<file path="src/sv/lsfc_pkg.sv">
// Package with shared types and constants of the level-of-detail fade controller.
package lsfc_pkg;

    // Fade mode codes held per object.
    localparam logic [1:0] MODE_OPAQUE    = 2'd0;
    localparam logic [1:0] MODE_FADE_IN   = 2'd1;
    localparam logic [1:0] MODE_FADE_OUT  = 2'd2;
    localparam logic [1:0] MODE_INVISIBLE = 2'd3;

    // Visibility action codes.
    localparam logic [1:0] VIS_NONE = 2'd0;
    localparam logic [1:0] VIS_SHOW = 2'd1;
    localparam logic [1:0] VIS_HIDE = 2'd2;

    // Material action codes.
    localparam logic [1:0] MAT_NONE    = 2'd0;
    localparam logic [1:0] MAT_FADE    = 2'd1;
    localparam logic [1:0] MAT_RESTORE = 2'd2;

    // Notification codes.
    localparam logic [1:0] NOTE_NONE   = 2'd0;
    localparam logic [1:0] NOTE_SHOWN  = 2'd1;
    localparam logic [1:0] NOTE_HIDDEN = 2'd2;

    // Configuration register indexes.
    localparam logic [2:0] REG_THR0       = 3'd0;
    localparam logic [2:0] REG_THR1       = 3'd1;
    localparam logic [2:0] REG_THR2       = 3'd2;
    localparam logic [2:0] REG_THR3       = 3'd3;
    localparam logic [2:0] REG_MESH_MASK  = 3'd4;
    localparam logic [2:0] REG_LEVEL_CNT  = 3'd5;
    localparam logic [2:0] REG_FADE_SCALE = 3'd6;
    localparam logic [2:0] REG_ALPHA_EN   = 3'd7;

    localparam logic [31:0] BYTE_REPLICATE = 32'h0101_0101;
    localparam logic [31:0] ALL_ONES       = 32'hFFFF_FFFF;
    localparam logic [31:0] RGB_MASK       = 32'h00FF_FFFF;
    localparam logic [7:0]  FADE_FULL      = 8'hFF;

    // Word handed from the front part to the back part through the queue.
    typedef struct packed {
        logic [5:0]  index;
        logic        active;     // group visible and index in range
        logic        has_level;
        logic [1:0]  level;
        logic        mesh_level; // chosen level has a mesh
        logic [31:0] now_ms;
        logic        is_animated;
        logic [4:0]  material;
    } t_job;

    // Result word.
    typedef struct packed {
        logic [5:0]  index;
        logic        swap_mesh;
        logic [1:0]  new_level;
        logic [1:0]  vis_action;
        logic        write_color;
        logic [31:0] color;
        logic [1:0]  mat_action;
        logic [4:0]  mat_value;
        logic [1:0]  notify;
    } t_result;

endpackage

</file>
<file path="src/sv/lsfc_front.sv">
// Front part: distance calculation and level choice over a few stages.
module lsfc_front
    import lsfc_pkg::*;
#(
    parameter int MAX_OBJECTS = 64,
    parameter int MAX_LEVELS  = 4
) (
    input  logic        i_clk,
    input  logic        i_rst_n,
    input  logic        i_valid,
    output logic        o_stall,
    input  logic [5:0]  i_object_index,
    input  logic [31:0] i_now_ms,
    input  logic signed [15:0] i_camera_x,
    input  logic signed [15:0] i_camera_y,
    input  logic signed [15:0] i_camera_z,
    input  logic signed [15:0] i_object_x,
    input  logic signed [15:0] i_object_y,
    input  logic signed [15:0] i_object_z,
    input  logic        i_is_animated,
    input  logic [4:0]  i_object_material,
    input  logic        i_group_visible,
    input  logic [15:0] i_thr [4],
    input  logic [3:0]  i_mesh_mask,
    input  logic [2:0]  i_level_count,
    output logic        o_job_valid,
    input  logic        i_job_stall,
    output t_job        o_job
);

    // Step codes of the front sequencer.
    localparam logic [1:0] F_IDLE = 2'd0;
    localparam logic [1:0] F_SQ   = 2'd1;
    localparam logic [1:0] F_CMP  = 2'd2;
    localparam logic [1:0] F_OUT  = 2'd3;

    logic [1:0]  r_state, n_state;
    t_job        r_job;
    logic signed [16:0] r_dx, r_dy, r_dz;
    logic [33:0] r_sq [3];
    logic [35:0] r_d2;
    logic [2:0]  r_lvl_idx; // level under test, plus one
    logic [1:0]  w_lvl_sel; // level compared in this cycle
    logic [2:0]  w_count;
    logic [31:0] w_thr_sq;

    assign w_count   = (i_level_count > 3'(MAX_LEVELS)) ? 3'(MAX_LEVELS) : i_level_count;
    assign w_lvl_sel = r_lvl_idx[1:0] - 2'd1;
    assign w_thr_sq  = i_thr[w_lvl_sel] * i_thr[w_lvl_sel];

    assign o_stall     = (r_state != F_IDLE);
    assign o_job_valid = (r_state == F_OUT);
    assign o_job       = r_job;

    always_comb begin
        n_state = r_state;
        case (r_state)
            F_IDLE: if (i_valid) n_state = F_SQ;
            F_SQ:   n_state = F_CMP;
            F_CMP:  if (r_lvl_idx >= w_count || r_lvl_idx == 3'd4) n_state = F_OUT;
            F_OUT:  if (!i_job_stall) n_state = F_IDLE;
            default: n_state = F_IDLE;
        endcase
    end

    always_ff @(posedge i_clk) begin
        if (!i_rst_n) begin
            r_state <= F_IDLE;
        end else begin
            r_state <= n_state;
        end
    end

    // Payload: capture, square, sum, then one threshold compare a cycle.
    always_ff @(posedge i_clk) begin
        case (r_state)
            F_IDLE: begin
                r_job.index       <= i_object_index;
                r_job.active      <= i_group_visible &&
                                     ({26'd0, i_object_index} < 32'(MAX_OBJECTS));
                r_job.has_level   <= 1'b0;
                r_job.level       <= 2'd0;
                r_job.mesh_level  <= 1'b0;
                r_job.now_ms      <= i_now_ms;
                r_job.is_animated <= i_is_animated;
                r_job.material    <= i_object_material;
                r_dx <= 17'(i_object_x) - 17'(i_camera_x);
                r_dy <= 17'(i_object_y) - 17'(i_camera_y);
                r_dz <= 17'(i_object_z) - 17'(i_camera_z);
                r_lvl_idx <= 3'd0;
            end
            F_SQ: begin
                r_sq[0] <= $unsigned(34'(r_dx) * 34'(r_dx));
                r_sq[1] <= $unsigned(34'(r_dy) * 34'(r_dy));
                r_sq[2] <= $unsigned(34'(r_dz) * 34'(r_dz));
            end
            F_CMP: begin
                if (r_lvl_idx == 3'd0) begin
                    r_d2 <= 36'(r_sq[0]) + 36'(r_sq[1]) + 36'(r_sq[2]);
                end else if (r_d2 >= 36'(w_thr_sq) && r_lvl_idx <= w_count) begin
                    r_job.has_level  <= 1'b1;
                    r_job.level      <= w_lvl_sel;
                    r_job.mesh_level <= i_mesh_mask[w_lvl_sel];
                end
                r_lvl_idx <= r_lvl_idx + 3'd1;
            end
            default: ;
        endcase
    end

endmodule

</file>
<file path="config.mk">
export PLATFORM = sky130hd
export DESIGN_NAME = lsfc_front
export DESIGN_NICKNAME = d
export VERILOG_FILES = /design/src/sv/lsfc_pkg.sv /design/src/sv/lsfc_front.sv
export SDC_FILE = /design/constraint.sdc
export NUM_CORES = 2
export LEC_CHECK = 0
export BUFFER_PORTS_ARGS = -buffer_cell sky130_fd_sc_hd__buf_2
export CAP_MARGIN = 20
export CORE_MARGIN = 10
export CORE_UTILIZATION = 53
export DETAILED_ROUTE_END_ITERATION = 8
export PLACE_DENSITY = 0.71
export SYNTH_ARGS = -nofsm -noshare
export SYNTH_HDL_FRONTEND = slang
export SYNTH_SLANG_ARGS = --single-unit
</file>
<file path="constraint.sdc">
create_clock -name i_clk -period 12.7 [get_ports i_clk]
set_clock_uncertainty 0.15 [all_clocks]
set_input_delay 0.635 -clock i_clk [delete_from_list [all_inputs] [get_ports i_clk]]
set_output_delay 0.635 -clock i_clk [all_outputs]
set_load 0.02 [all_outputs]
</file>
==> impl_metrics.py <==
metrics = {
    "worst_setup_path": {
        "cp_max_fo": 30,
        "path_common_cell": "fa_1",
        "critPathSlowestCell": "o21ai_0",
        "worst_setup_path_end_kind": "flop",
        "crit_family": "adder cells",
        "path_buf_inv": 4,
        "cp-start-kind": "flop",
        "cp.arrival_ps": 10280,
        "required_ps": 12910,
        "path_class": "flop to flop",
        "max_stage_delay_ps": 830,
    },
    "layout": {
        "fillers": 7888,
        "flow.area_growth_from_synthesis_pct": 7.39,
        "multi_input_area_mm2": 0.0368,
        "nNetsFinal": 6750,
        "regArea_mm2": 0.00719,
        "drive_above_1_share_pct": 7.29,
    },
    "worst_hold_path": {
        "hp-class": "primary input to flop",
    },
    "synth": {
        "synth.area.top_cells": "fa_1, edfxtp_1, ha_1",
        "synth_top_area_share_pct": 41.5,
        "synth_cells": 4816,
        "synth.distinct_cells": 70,
        "yosysWarnings": 0,
        "yosysTopAreaCell": "fa_1",
        "synth.most_common_cell": "inv_1",
        "synth_common_cells": "inv_1, fa_1, ha_1, nand2_1, edfxtp_1",
        "synth_enable_flop_cells": 238,
        "synthArstFlopShare_pct": 0,
        "seq_area_frac_synth_pct": 14.7,
        "synthFlopType": "edfxtp_1",
        "syn_avg_cell_area_um2": 10.2,
        "syn_area_mm2": 0.0489,
        "synth-seq-cells": 240,
    },
    "die": {
        "top_level_ports": 267,
        "die_area_mm2": 0.105,
        "die_x_um": 324,
        "core-area_mm2": 0.0917,
        "die_h_um": 324,
        "start_util_pct": 53.4,
        "rows": 111,
    },
    "detailed_routing": {
        "avgRoutedWirePerCell_um": 17.0,
        "final_antenna_net_count": 0,
        "drtIter0Drc": 1562,
        "drt_first_pass_iters": 6,
        "num_vias": 32600,
        "drc": 0,
        "wirelength_um": 106000,
        "drt-vias-per-instance": 5.21,
    },
    "clock_tree": {
        "cts-root-buf": "clkbuf_16",
        "cts_buffer_depth": 3,
        "tritoncts": "done",
        "postCtsSetupRepairBufs": 0,
        "clk_pin_slew_ps": 70,
        "cts-htree-levels": 1,
        "clock-sinks": 240,
        "numCtsBuffers": 30,
        "postCtsHoldBufs": 0,
        "cts_resized": 0,
        "clock_latency_ps": 630,
    },
    "grt": {
        "grt_antenna_before_repair": 2,
        "grt.total_usage_pct": 21.5,
        "grt_pass1_wl_um": 183000,
        "grt_remaining_overflow": 0,
        "grt_max_degree": 78,
        "grt_pass1_vias": 36100,
    },
    "timing": {
        "min_period_ps": 10070,
        "finalSetupViolCount": 0,
        "finalCritPeriodShare_pct": 79.3,
        "fin_setup_tns_ps": 0,
        "rsz0062_at_grt": "no",
        "slew_viol_final": 0,
        "hold_viol_final": 0,
        "worstMarginPinSlew_ps": 1020,
        "fmax_mhz": 99.3,
        "relSlewSlack_pct": 31.9,
        "fin_hold_ws_ps": 33.8,
    },
    "placement": {
        "dp.final_hpwl_um": 90500,
        "port_buffers": 266,
        "gp_congestion": 0.891,
    },
    "run": {
        "max_cap_violations": 0,
    },
    "status": {
        "status": "finished, final reports clean",
    },
}
## metal layers
metal / share of wire [%] / GRT usage, % / vias to the layer above
met3: 4.6 / 2.51 / 144
met1: 41 / 27.6 / 16500
met2: 52 / 38.4 / 653
li1: - / - / 15300
met4: 2.4 / 5.22 / 2
met5: 0.0094 / 0 / -
## path summary, 6_finish.rpt
kind	end	depth (start not counted)	startpoint	slack (ps)
max	o_job[38]	29	r_lvl_idx[1]	2630
min	o_job[0]	1	i_object_material[0]	30
max reg2reg	o_job[38]	29	r_lvl_idx[1]	2630
min reg2reg	r_state[1]	2	r_state[1]	440
## state kept, by name, summed over array words and instances (netlist names)
signal	flops
o_job	49
r_dx	17
r_d2	36
r_state	2
r_sq	99
r_lvl_idx	3
r_dz	17
r_dy	17
## layout make-up
cell class                      count  share of cell area, %
Timing Repair Buffer              277                   2.69
Clock inverter                     20                  0.450
Multi-Input combinational cell   3268                   70.1
Clock buffer                       33                   1.45
Inverter                         1226                   8.76
Antenna cell                        1                0.00476
Tap cell                         1186                   2.83
Sequential cell                   240                   13.7
## cell families after synthesis
family,share of synthesized area (%)
AOI/OAI and AO/OA,6.84
xor gates and xnor gates,3.80
adders and majority gates,53.7
buffers and inverters,10.1
DFF,14.7
muxes,0.847
other,0.00767
and+or+nand+nor,10.0
## layout by cell type, fill, tap and decap left out, drive strengths merged, types with 11 or more instances in the layout
cell type	count
a2111oi	12
buf	277
a211oi	14
a21oi	146
mux2	11
o211ai	17
a31oi	12
nand2	358
nand3	30
o21ai	108
xor2	53
o21bai	19
nor2b	42
inv	1227
nand2b	60
nor2	194
a21o	71
or2	11
clkinv	14
o21a	48
clkbuf	33
xnor2	159
ha	477
edfxtp	238
mux2i	11
a21boi	14
and2	232
and3	11
nor3	36
fa	1014
nand4	13
## worst register-to-register path, delay by kind of cell, from the launching register on
kind,cells,cell delay (ps)
fa+ha+maj,9,4360
simple gates,7,1370
flops,1,380
xor+xnor,1,150
buf+inv,4,650
compound gates,8,2750
## stage by stage
step	area [um^2]	utilization, %	cells	setup WS, ps
5_1_grt	52500	57.3	6250	1830
4_1_cts	52500	57.3	6250	2640
6_report	52500	57.3	6251	2630
3_5_place_dp	51500	56.2	6197	2710
2_1_floorplan	48900	-	4818	3230
3_3_place_gp	51500	56.2	6197	2820
Power is not shown: default switching activity piles up to over one toggle a cycle in this logic, so the estimate is an artifact.
