**config.mk**
```make
export PLATFORM = sky130hd
export DESIGN_NAME = lsfc_queue
export DESIGN_NICKNAME = d
export VERILOG_FILES = /design/src/sv/lsfc_pkg.sv /design/src/sv/lsfc_queue.sv
export SDC_FILE = /design/constraint.sdc
export NUM_CORES = 1
export LEC_CHECK = 0
export BUFFER_PORTS_ARGS = -buffer_cell sky130_fd_sc_hd__buf_2
export CAP_MARGIN = 10
export CORE_MARGIN = 4
export CORE_UTILIZATION = 55
export DETAILED_ROUTE_END_ITERATION = 8
export PLACE_DENSITY = 0.83
export SLEW_MARGIN = 15
export SYNTH_ARGS = -nofsm -noshare
export SYNTH_HDL_FRONTEND = slang
export SYNTH_SLANG_ARGS = --single-unit
```
**constraint.sdc**
```tcl
create_clock -name i_clk -period 5.2 [get_ports i_clk]
set_input_delay 0 -clock i_clk [delete_from_list [all_inputs] [get_ports i_clk]]
set_output_delay 0 -clock i_clk [all_outputs]
set_load 0.02 [all_outputs]
```
**src/sv/lsfc_pkg.sv**
```systemverilog
// Package with shared types and constants of the level-of-detail fade controller.
package lsfc_pkg;

    // Fade mode codes held per object.
    localparam logic [1:0] MODE_OPAQUE    = 2'd0;
    localparam logic [1:0] MODE_FADE_IN   = 2'd1;
    localparam logic [1:0] MODE_FADE_OUT  = 2'd2;
    localparam logic [1:0] MODE_INVISIBLE = 2'd3;

    // Visibility action codes.
    localparam logic [1:0] VIS_NONE = 2'd0;
    localparam logic [1:0] VIS_SHOW = 2'd1;
    localparam logic [1:0] VIS_HIDE = 2'd2;

    // Material action codes.
    localparam logic [1:0] MAT_NONE    = 2'd0;
    localparam logic [1:0] MAT_FADE    = 2'd1;
    localparam logic [1:0] MAT_RESTORE = 2'd2;

    // Notification codes.
    localparam logic [1:0] NOTE_NONE   = 2'd0;
    localparam logic [1:0] NOTE_SHOWN  = 2'd1;
    localparam logic [1:0] NOTE_HIDDEN = 2'd2;

    // Configuration register indexes.
    localparam logic [2:0] REG_THR0       = 3'd0;
    localparam logic [2:0] REG_THR1       = 3'd1;
    localparam logic [2:0] REG_THR2       = 3'd2;
    localparam logic [2:0] REG_THR3       = 3'd3;
    localparam logic [2:0] REG_MESH_MASK  = 3'd4;
    localparam logic [2:0] REG_LEVEL_CNT  = 3'd5;
    localparam logic [2:0] REG_FADE_SCALE = 3'd6;
    localparam logic [2:0] REG_ALPHA_EN   = 3'd7;

    localparam logic [31:0] BYTE_REPLICATE = 32'h0101_0101;
    localparam logic [31:0] ALL_ONES       = 32'hFFFF_FFFF;
    localparam logic [31:0] RGB_MASK       = 32'h00FF_FFFF;
    localparam logic [7:0]  FADE_FULL      = 8'hFF;

    // Word handed from the front part to the back part through the queue.
    typedef struct packed {
        logic [5:0]  index;
        logic        active;     // group visible and index in range
        logic        has_level;
        logic [1:0]  level;
        logic        mesh_level; // chosen level has a mesh
        logic [31:0] now_ms;
        logic        is_animated;
        logic [4:0]  material;
    } t_job;

    // Result word.
    typedef struct packed {
        logic [5:0]  index;
        logic        swap_mesh;
        logic [1:0]  new_level;
        logic [1:0]  vis_action;
        logic        write_color;
        logic [31:0] color;
        logic [1:0]  mat_action;
        logic [4:0]  mat_value;
        logic [1:0]  notify;
    } t_result;

endpackage

```
**src/sv/lsfc_queue.sv**
```systemverilog
// Two-entry queue between the front and back parts.
module lsfc_queue
    import lsfc_pkg::*;
(
    input  logic i_clk,
    input  logic i_rst_n,
    input  logic i_valid,
    output logic o_stall,
    input  t_job i_job,
    output logic o_valid,
    input  logic i_stall,
    output t_job o_job
);

    t_job       r_q [2];
    logic       r_wp, r_rp;
    logic [1:0] r_cnt;
    logic       w_push, w_pop;

    assign o_stall = (r_cnt == 2'd2);
    assign o_valid = (r_cnt != 2'd0);
    assign o_job   = r_q[r_rp];
    assign w_push  = i_valid && !o_stall;
    assign w_pop   = o_valid && !i_stall;

    always_ff @(posedge i_clk) begin
        if (!i_rst_n) begin
            r_wp  <= 1'b0;
            r_rp  <= 1'b0;
            r_cnt <= 2'd0;
        end else begin
            if (w_push) r_wp <= ~r_wp;
            if (w_pop)  r_rp <= ~r_rp;
            r_cnt <= r_cnt + {1'b0, w_push} - {1'b0, w_pop};
        end
    end

    always_ff @(posedge i_clk) begin
        if (w_push) r_q[r_wp] <= i_job;
    end

endmodule

```
==> impl_metrics.py, run 1 <==
metrics = {
    "yosys": {
        "synth_fp_nets": 233,
        "ys_ff_latch": 103,
        "synthSimpleGateAreaFrac_pct": 1.89,
        "syn-cell-area_sq_um": 3830,
        "yosys_warnings": 0,
        "synthMuxAreaShare_pct": 16.2,
        "synthAdderAreaFrac_pct": 0.653,
        "synth-xor-area-share_pct": 0.457,
        "synth_enable_flop_cells": 98,
        "async_reset_ff_share_pct": 0,
        "ys_seq_area_share_pct": 79.4,
        "synthCells": 178,
        "synth_top_family_by_area": "multiplexers",
        "synth_compound_area_share_pct": 0,
        "ys_types": 20,
        "synthFlopType": "edfxtp_1",
        "avgSynthCellArea_sq_um": 21.5,
    },
    "timing": {
        "fin_skew_ps": 8.51,
        "setup_viol": 0,
        "slew-limit-headroom_pct": 54.9,
        "slew_viol_final": 0,
        "post-route-period-util_pct": 40.4,
        "fmax_mhz": 476,
        "fin_setup_tns_ps": 0,
        "rsz0062_at_grt": "false",
        "fin_crit_ps": 2100,
        "hold_viol_final": 0,
        "worstMarginPinSlew_ps": 677,
    },
    "power": {
        "peakVddDrop_uv": 311,
        "powerDensity_nw_per_um2": 434,
        "p_clk_share_pct": 23.4,
        "internal_power_uw": 1590,
        "power.switching_uw": 659,
        "power.share.switching_pct": 29.3,
        "p_leak_uw": 0.00200,
        "seqPwrFrac_pct": 48.6,
        "power_frac_comb_pct": 28.0,
    },
    "worst_setup_path": {
        "crit_path_top_delay_cell": "dfxtp_2",
        "r2r_start": "r_cnt[1]",
        "path_class": "reg2out",
        "start_kind": "flop",
        "max_stage_delay_ps": 680,
        "endpoint_kind": "output port",
        "rr_endpoint": "r_cnt[1]",
        "crit_cells": 3,
        "reg2reg_slack_ps": 3500,
        "critical_path.max_fanout": 27,
        "path_delay_family": "flip-flops",
        "critPathArrivalTime_ps": 2100,
        "reg2regPathDepth": 8,
        "path_cells": "buf_4 > mux2_2 > buf_2",
        "crit_buf_inv": 2,
        "cp.required_ps": 5200,
    },
    "finish": {
        "mostFrequentLayoutCells": "103 x buf_2, 98 x edfxtp_1, 52 x dlygate4sd3_1",
        "mostFrequentLayoutCell": "buf_2",
        "regArea_sq_um": 3040,
        "diodes": 0,
        "area_delta_synth_final_pct": 35.1,
        "fin_nets": 396,
        "drive_gt1_share_pct": 49.4,
        "multiInputGateArea_sq_um": 747,
        "fillCellCount": 397,
        "design_area_sq_um": 5180,
    },
    "global_route": {
        "antenna_found_initial": 0,
        "grt_pass1_vias": 2409,
        "grt_overflow": 0,
        "grt_max_degree": 50,
        "grt_pass1_wl_mm": 11.9,
        "grt_util_all_layers_pct": 18.6,
    },
    "placed_design": {
        "place_congestion": 0.686,
        "place_hpwl_mm": 4.12,
        "dpl-instance-area_sq_um": 4450,
        "io_buffers": 103,
    },
    "status": {
        "status": "finished, final reports clean",
    },
    "clocking": {
        "cts_buffer_depth": 2,
        "clkTransAtPathRegs_ps": 90,
        "cts-resized-gates": 0,
        "cts_tree": "yes",
        "cts_setup_buffers": 0,
        "cts.sinks": 103,
        "ctsHtreeMaxLevel": 3,
        "worstSkewPairLatency_ps": 350,
        "root_buffer": "clkbuf_8",
        "cts_hold_buf": 52,
        "cts_made_buffers": 9,
    },
    "die": {
        "initial_core_util_pct": 56.4,
        "num_rows": 30,
        "ioPinCount": 104,
        "die_height_um": 91.5,
        "fp.coreArea_sq_um": 6790,
        "die_area_sq_um": 8370,
        "dieWidth_um": 91.5,
    },
    "drt": {
        "via_count": 2118,
        "drt-pass1-iter-count": 3,
        "drc": 0,
        "avgRoutedWirePerCell_um": 16.7,
        "vias_per_cell": 4.79,
        "drtAntennaViolNets": 0,
        "drt_iter0_drc": 120,
        "wl_mm": 7.38,
    },
    "min_path": {
        "min_path_cells": 3,
        "hp-start": "i_valid",
        "hp-class": "in2reg",
        "whs_endpoint": "r_wp",
    },
    "run": {
        "cap_violations": 0,
    },
}
-- worst register-to-register path, cell delays in order, from the launching register on --
cell     delay, ps
dfxtp_1        340
or2_1          250
nor2b_4        150
ha_1           280
inv_1           60
ha_1           140
xor2_1         170
xnor2_1        140
nor2b_1         70
-- power groups by stage --
stage | clock (uW) | combinational (uW) | sequential, uW
finish | 527 | 629 | 1090
global route | 574 | 678 | 1100
detailed placement | 0 | 595 | 1110
global placement | 0 | 590 | 1100
CTS | 528 | 631 | 1090
floorplan | 0 | 447 | 1090
-- sequential cells by signal, summed over array words and instances (netlist names), named ones only --
signal / flops
r_wp: 1
r_q: 98
r_cnt: 2
r_rp: 1
-- cell families after synthesis --
group         Yosys count
fa+ha+maj               2
simple gates           12
flops                 103
mux                    52
xor+xnor                2
buf+inv                 7
-- cells in the mapped netlist (2+ instances only) --
cell type | count | area share, %
nand2b_1 | 3 | 0.49
buf_4 | 3 | 0.59
nand2_1 | 3 | 0.29
inv_1 | 2 | 0.20
mux2_4 | 10 | 3.9
ha_1 | 2 | 0.65
mux2_2 | 39 | 11
edfxtp_1 | 98 | 77
dfxtp_1 | 5 | 2.6
mux2i_1 | 3 | 0.78
-- how the worst max path moves through the flow --
stage | end | slack [ps]
final | o_job[21] | 3100
after global routing | o_job[6] | 2980
after CTS | o_job[21] | 3070
after detailed placement | r_q[1][39] | 3320
after global placement | r_q[1][39] | 3340
after floorplan | r_q[0][0] | 2130
-- cell type report --
| class | instances | share of cell area (%) |
|---|---|---|
| Timing Repair Buffer | 157 | 20.3 |
| Clock inverter | 7 | 1.64 |
| Multi-Input combinational cell | 68 | 14.4 |
| Sequential cell | 103 | 58.8 |
| Inverter | 2 | 0.145 |
| Clock buffer | 9 | 2.39 |
| Tap cell | 96 | 2.32 |
-- layer usage --
layer / share of wire (%) / GRT usage, % / vias up
met2: 53 / 33.0 / 71
met4: 1.4 / 5.53 / 0
met3: 6.3 / 6.13 / 10
li1: - / - / 1015
met1: 39 / 21.4 / 1022
met5: 0 / 0 / -
-- metrics by stage --
stage	hold WS, ps	utilization (%)	cells	setup slack, ps	total power (uW)
3_3_place_gp	188	65.4	374	3340	1690
3_5_place_dp	191	65.4	374	3320	1710
5_1_grt	85.4	76.2	442	2980	2360
2_1_floorplan	98.9	-	178	2130	1530
4_1_cts	61.6	76.2	442	3070	2250
6_report	85.1	76.2	442	3100	2250
Power figures use the tool's default switching activity.
==> run 2, diff against run 1 <==
--- a/config.mk
+++ b/config.mk
@@ -5,12 +5,13 @@
 export SDC_FILE = /design/constraint.sdc
 export NUM_CORES = 1
 export LEC_CHECK = 0
+export ABC_AREA = 1
 export BUFFER_PORTS_ARGS = -buffer_cell sky130_fd_sc_hd__buf_2
 export CAP_MARGIN = 10
 export CORE_MARGIN = 4
-export CORE_UTILIZATION = 55
+export CORE_UTILIZATION = 47
 export DETAILED_ROUTE_END_ITERATION = 8
-export PLACE_DENSITY = 0.83
+export PLACE_DENSITY = 0.76
 export SLEW_MARGIN = 15
 export SYNTH_ARGS = -nofsm -noshare
 export SYNTH_HDL_FRONTEND = slang
==> constraint.sdc (replaced) <==
create_clock -name i_clk -period 1.69 [get_ports i_clk]
set_input_delay 0 -clock i_clk [delete_from_list [all_inputs] [get_ports i_clk]]
set_output_delay 0 -clock i_clk [all_outputs]
set_load 0.02 [all_outputs]
==> run 2 against run 1 <==
Effect of this change:
- non-clock buffer count grew 4
- first-iteration DRC count shrank 50%
- power grew to 3.1 times the previous value
- synthesized cell count grew 6.2%
- cell count grew 4.8%
- synthesized area shrank 0.23%
- worst hold slack gained 280 ps
- via count grew 2.3%
- count of clock-buffer cells in the layout is the same
==> impl_metrics.py, run 2 <==
metrics = {
    "drt": {
        "drt-pass1-iter-count": 4,
        "drc": 0,
        "via_count": 2166,
        "drt_iter0_drc": 60,
        "drtAntennaViolNets": 0,
        "vias_per_cell": 4.68,
        "avgRoutedWirePerCell_um": 14.7,
        "wl_mm": 6.82,
    },
    "yosys": {
        "yosysMostFrequentCell": "edfxtp_1",
        "async_reset_ff_share_pct": 0,
        "yosys_warnings": 0,
        "synth_top_cell_by_area": "edfxtp_1",
        "syn-cell-area_sq_um": 3820,
        "synth_area_leaders": "edfxtp_1 77%, mux2_2 11%, mux2_4 3.9%",
        "synth_enable_flop_cells": 98,
        "synthFlopType": "edfxtp_1",
        "synth_fp_nets": 244,
        "yosys-top-cells-count": "98 x edfxtp_1, 39 x mux2_2, 10 x mux2_4, 9 x nand2_1",
        "yosysTopAreaCellShare_pct": 76.9,
        "synthCells": 189,
        "ys_ff_latch": 103,
        "avgSynthCellArea_sq_um": 20.2,
        "ys_seq_area_share_pct": 79.6,
        "ys_types": 13,
    },
    "timing": {
        "worstMarginPinSlew_ps": 371,
        "fin_skew_ps": 9.02,
        "post-route-period-util_pct": 93.3,
        "rsz0062_at_grt": "false",
        "fmax_mhz": 634,
        "hold_viol_final": 0,
        "slew-limit-headroom_pct": 75.3,
        "setup_viol": 0,
        "fin_setup_tns_ps": 0,
        "fin_crit_ps": 1580,
        "slew_viol_final": 0,
    },
    "clocking": {
        "worstSkewPairLatency_ps": 350,
        "cts.sinks": 103,
        "cts_buffer_depth": 2,
        "cts_tree": "yes",
        "cts_setup_buffers": 0,
        "clkTransAtPathRegs_ps": 90,
        "ctsHtreeMaxLevel": 3,
        "root_buffer": "clkbuf_8",
        "cts_made_buffers": 9,
    },
    "global_route": {
        "grt_overflow": 0,
        "grt_pass1_vias": 2367,
        "met3_usage_pct": 3.93,
        "grt_max_degree": 38,
        "met2_usage_pct": 24.8,
        "grt_util_all_layers_pct": 14.9,
        "top_usage_layer": "met2",
        "grt_pass1_wl_mm": 11.2,
        "antenna_found_initial": 0,
        "grt_util_met1_pct": 18.2,
    },
    "die": {
        "ioPinCount": 104,
        "num_rows": 32,
        "die_height_um": 98.2,
        "fp.coreArea_sq_um": 7810,
        "dieWidth_um": 98.2,
        "initial_core_util_pct": 49.0,
        "die_area_sq_um": 9650,
    },
    "finish": {
        "fillCellCount": 526,
        "largest_registers": "r_q (98), r_cnt (2)",
        "multiInputGateArea_sq_um": 716,
        "regArea_sq_um": 3050,
        "drive_gt1_share_pct": 49.0,
        "diodes": 0,
        "mostFrequentLayoutCell": "buf_2",
        "fin_nets": 411,
        "mostFrequentLayoutCells": "103 x buf_2, 98 x edfxtp_1, 52 x dlygate4sd3_1",
        "area_delta_synth_final_pct": 37.3,
        "final_util_pct": 67.2,
        "largest_register_ffs": 98,
        "largest_register": "r_q",
    },
    "run": {
        "cap_violations": 0,
    },
    "power": {
        "peakVddDrop_uv": 817,
        "p_leak_uw": 0.00204,
        "powerDensity_nw_per_um2": 1340,
    },
    "placed_design": {
        "place_hpwl_mm": 4.39,
        "place_congestion": 0.810,
        "io_buffers": 103,
    },
    "min_path": {
        "hp-start": "i_job[20]",
        "min_path_cells": 2,
        "whs_endpoint": "r_q[0][20]",
        "hp-class": "in2reg",
    },
    "worst_setup_path": {
        "critical_path.max_fanout": 24,
        "rr_endpoint": "r_cnt[1]",
        "reg2regPathDepth": 10,
        "path_class": "reg2out",
        "start_kind": "flop",
        "r2r_start": "r_cnt[0]",
        "critPathArrivalTime_ps": 1580,
        "cp.required_ps": 1690,
        "reg2reg_slack_ps": 180,
        "endpoint_kind": "output port",
    },
    "status": {
        "status": "finished, final reports clean",
    },
}
[run 2: cell count changes in the layout (fill, tap and decap cells not counted), sizes merged, moves of 3 or more]
cell,change
nor2,+7
buf,+4
nand2,+6
inv,+5
nand3,+3
nand2b,-3
mux2i,-3
[run 2: what timing repair did]
| item | CTS | global route |
|---|---|---|
| hold buffers | 52 | 0 |
| endpoints found under the hold margin | 103 | 0 |
| resized for setup | 0 | 0 |
[run 2: worst max path at each step]
stage,endpoint,slack (ps),cells past startpoint
2_1_floorplan,r_q[0][0],10,4
3_3_place_gp,r_cnt[1],280,10
3_5_place_dp,r_cnt[1],190,10
4_1_cts,o_job[8],70,3
5_1_grt,o_job[12],10,3
6_report,o_job[8],110,3
[run 2: report_power, final]
part / internal (uW) / switching, uW
clock: 822 / 760
combinational: 907 / 1210
sequential: 3230 / 99.2
total: 4960 / 2070
[run 2: area by class of cell]
class	count	share of cell area [%]
Clock inverter	7	1.62
Tap cell	102	2.43
Clock buffer	9	2.36
Multi-Input combinational cell	73	13.6
Sequential cell	103	58.0
Timing Repair Buffer	161	21.3
Inverter	8	0.643
[run 2: layer usage]
layer / up-vias / wire length [um]
met1: 1024 / 2780
met2: 79 / 3420
met4: 0 / 135
met5: - / 0
li1: 1051 / -
met3: 12 / 489
[run 2: metrics by stage]
| stage | instance area (sq um) | total power, uW | instances | hold slack [ps] | setup WS (ps) |
|---|---|---|---|---|---|
| final | 5250 | 7030 | 463 | 369 | 113 |
| after global routing | 5250 | 7390 | 463 | 360 | 13.7 |
| after floorplan | 3840 | 4800 | 189 | 93.4 | 9.59 |
| after detailed placement | 4520 | 5450 | 395 | 191 | 187 |
| after global placement | 4520 | 5400 | 395 | 189 | 285 |
| after CTS | 5250 | 7130 | 463 | 342 | 72.8 |
[run 2: cells by family after synthesis]
kind of cell | after synthesis | share of synthesized area (%)
flip-flops | 103 | 79.6
multiplexers | 49 | 15.4
AND/OR/NAND/NOR | 20 | 2.06
buffers and inverters | 13 | 2.06
AO/OA/AOI/OAI | 2 | 0.262
adder cells (fa/ha/maj) | 2 | 0.654
[run 2: worst max-delay path, cell delays in order, from the launching register on]
cell and delay (ps):
dfxtp_2 330, buf_4 340, mux2_2 390, buf_2 160
==> run 3, diff against run 2 <==
--- a/config.mk
+++ b/config.mk
@@ -9,9 +9,10 @@
 export BUFFER_PORTS_ARGS = -buffer_cell sky130_fd_sc_hd__buf_2
 export CAP_MARGIN = 10
 export CORE_MARGIN = 4
-export CORE_UTILIZATION = 47
+export CORE_UTILIZATION = 49
+export CTS_BUF_LIST = sky130_fd_sc_hd__clkbuf_4
 export DETAILED_ROUTE_END_ITERATION = 8
-export PLACE_DENSITY = 0.76
+export PLACE_DENSITY = 0.78
 export SLEW_MARGIN = 15
 export SYNTH_ARGS = -nofsm -noshare
 export SYNTH_HDL_FRONTEND = slang
==> constraint.sdc (replaced) <==
create_clock -name i_clk -period 1.69 [get_ports i_clk]
set_input_delay 0 -clock i_clk [delete_from_list [all_inputs] [get_ports i_clk]]
set_output_delay 0 -clock i_clk [all_outputs]
set_load 0.01 [all_outputs]
==> run 3 against run 2 <==
Effect of this change:
- sequential share of layout area rose by 1.1 points
- routed wire length is 4.2% higher
- clock power down 32%
- via count up 2.4%
- combinational power decreased by 12%
- die area is 3.8% lower
- clock skew grew 9.0 ps
- register-to-register slack barely moved
- worst hold slack lost 82 ps
- core utilization up 2.3 points
- first-iteration DRC count grew 35%
- critical path type unchanged
- largest cell class unchanged
- largest power group unchanged
==> impl_metrics.py, run 3 (synthesized netlist as in run 2, its figures left out) <==
metrics = {
    "worst_setup_path": {
        "endpoint_kind": "output port",
        "path_delay_family": "buffers and inverters",
        "crit_buf_inv": 2,
        "critPathArrivalTime_ps": 1590,
        "max_stage_delay_ps": 380,
        "path_class": "reg2out",
        "critical_path.max_fanout": 18,
        "cp.required_ps": 1690,
        "crit_path_top_delay_cell": "mux2_2",
        "start_kind": "flop",
        "path_cells": "buf_4 > mux2_2 > buf_2",
    },
    "finish": {
        "diodes": 0,
        "mostFrequentLayoutCells": "103 x buf_2, 98 x edfxtp_1, 52 x dlygate4sd3_1",
        "largest_register_ffs": 98,
        "drive_gt1_share_pct": 49.6,
        "fin_nets": 411,
        "area_delta_synth_final_pct": 34.8,
        "design_area_sq_um": 5150,
        "mostFrequentLayoutCell": "buf_2",
        "largest_register": "r_q",
        "largest_registers": "r_q (98), r_cnt (2)",
    },
    "timing": {
        "fin_ws_ps": 105,
        "fin_skew_ps": 18.0,
        "fmax_mhz": 631,
        "worstMarginPinSlew_ps": 278,
        "slew-limit-headroom_pct": 81.5,
        "slew_viol_final": 0,
        "post-route-period-util_pct": 93.8,
        "fin_crit_ps": 1590,
        "rsz0062_at_grt": "false",
        "setup_viol": 0,
        "hold_viol_final": 0,
        "fin_setup_tns_ps": 0,
    },
    "global_route": {
        "antenna_found_initial": 0,
        "grt_pass1_vias": 2361,
        "grt_overflow": 0,
        "grt_pass1_wl_mm": 11.0,
        "grt_util_all_layers_pct": 16.3,
        "grt_max_degree": 32,
    },
    "die": {
        "die_height_um": 96.4,
        "num_rows": 31,
        "die_area_sq_um": 9280,
        "fp.coreArea_sq_um": 7410,
        "initial_core_util_pct": 51.6,
        "ioPinCount": 104,
        "dieWidth_um": 96.4,
    },
    "drt": {
        "avgRoutedWirePerCell_um": 15.5,
        "drtAntennaViolNets": 0,
        "via_count": 2219,
        "drt-pass1-iter-count": 4,
        "drt_iter0_drc": 81,
        "drc": 0,
        "vias_per_cell": 4.82,
        "wl_mm": 7.11,
    },
    "power": {
        "peakVddDrop_uv": 883,
        "p_leak_uw": 0.00199,
        "powerDensity_nw_per_um2": 1220,
    },
    "clocking": {
        "cts_setup_buffers": 0,
        "cts.sinks": 103,
        "cts_buffer_depth": 2,
        "root_buffer": "clkbuf_4",
        "cts-resized-gates": 0,
        "clkTransAtPathRegs_ps": 150,
        "cts_tree": "yes",
        "cts_made_buffers": 9,
        "ctsHtreeMaxLevel": 3,
        "worstSkewPairLatency_ps": 420,
    },
    "placed_design": {
        "io_buffers": 103,
        "place_congestion": 0.666,
        "place_hpwl_mm": 4.47,
        "pre_cts_ws_ps": 194,
        "dpl-instance-area_sq_um": 4520,
    },
    "min_path": {
        "hp-class": "in2reg",
    },
    "status": {
        "status": "finished, final reports clean",
    },
    "run": {
        "cap_violations": 0,
    },
}
[run 3: cell types whose count changed in the layout (fill, tap and decap cells not counted)]
cell,change
clkbuf_4,+11
inv_6,-1
clkinv_2,-1
clkinvlp_4,+3
bufinv_16,-2
clkinv_4,+1
clkbuf_8,-9
clkinv_1,-2
[run 3: final timing paths]
check,startpoint,to,slack (ps),cells past startpoint
setup / recovery,flop,o_job[1],100,3
setup reg to reg,r_cnt[0],r_cnt[1],180,10
hold reg to reg,r_rp,flop,550,2
hold / removal,i_job[10],r_q[1][10],290,2
[run 3: stage by stage]
step                total power [uW]  hold WS (ps)  util (%)  instances
global route                    6630           248      69.6        460
detailed placement              5170           191      61.0        392
finish                          6270           287      69.6        460
global placement                5120           187      61.0        392
floorplan                       4510          93.4         -        189
CTS                             6330           261      69.6        460
[run 3: layout make-up]
type / count / area [sq um]
flip-flops and latches: 103 / 3050
fillers: 513 / 2250
repair buffers: 161 / 1120
multi-input cells: 73 / 716
well taps: 99 / 124
clock buffers: 11 / 82.6
clock inverters: 5 / 35.0
inverters: 8 / 33.8
[run 3: where the power goes]
| group | switching [uW] | internal, uW | leakage (uW) |
|---|---|---|---|
| registers | 105 | 3230 | 0.000957 |
| clock network | 743 | 334 | 0.0000567 |
| logic | 945 | 914 | 0.000981 |
[run 3: timing repair]
item	4_1_cts	5_1_grt
hold endpoints to repair	103	0
endpoints found under the setup margin	0	0
hold buffers	52	0
[run 3: layer usage]
metal	GRT usage, %	vias up	wire length [um]
met3	4.14	9	517
li1	-	1060	-
met4	6.66	0	90
met1	17.2	1067	2650
met5	0	-	0
met2	30.5	83	3860
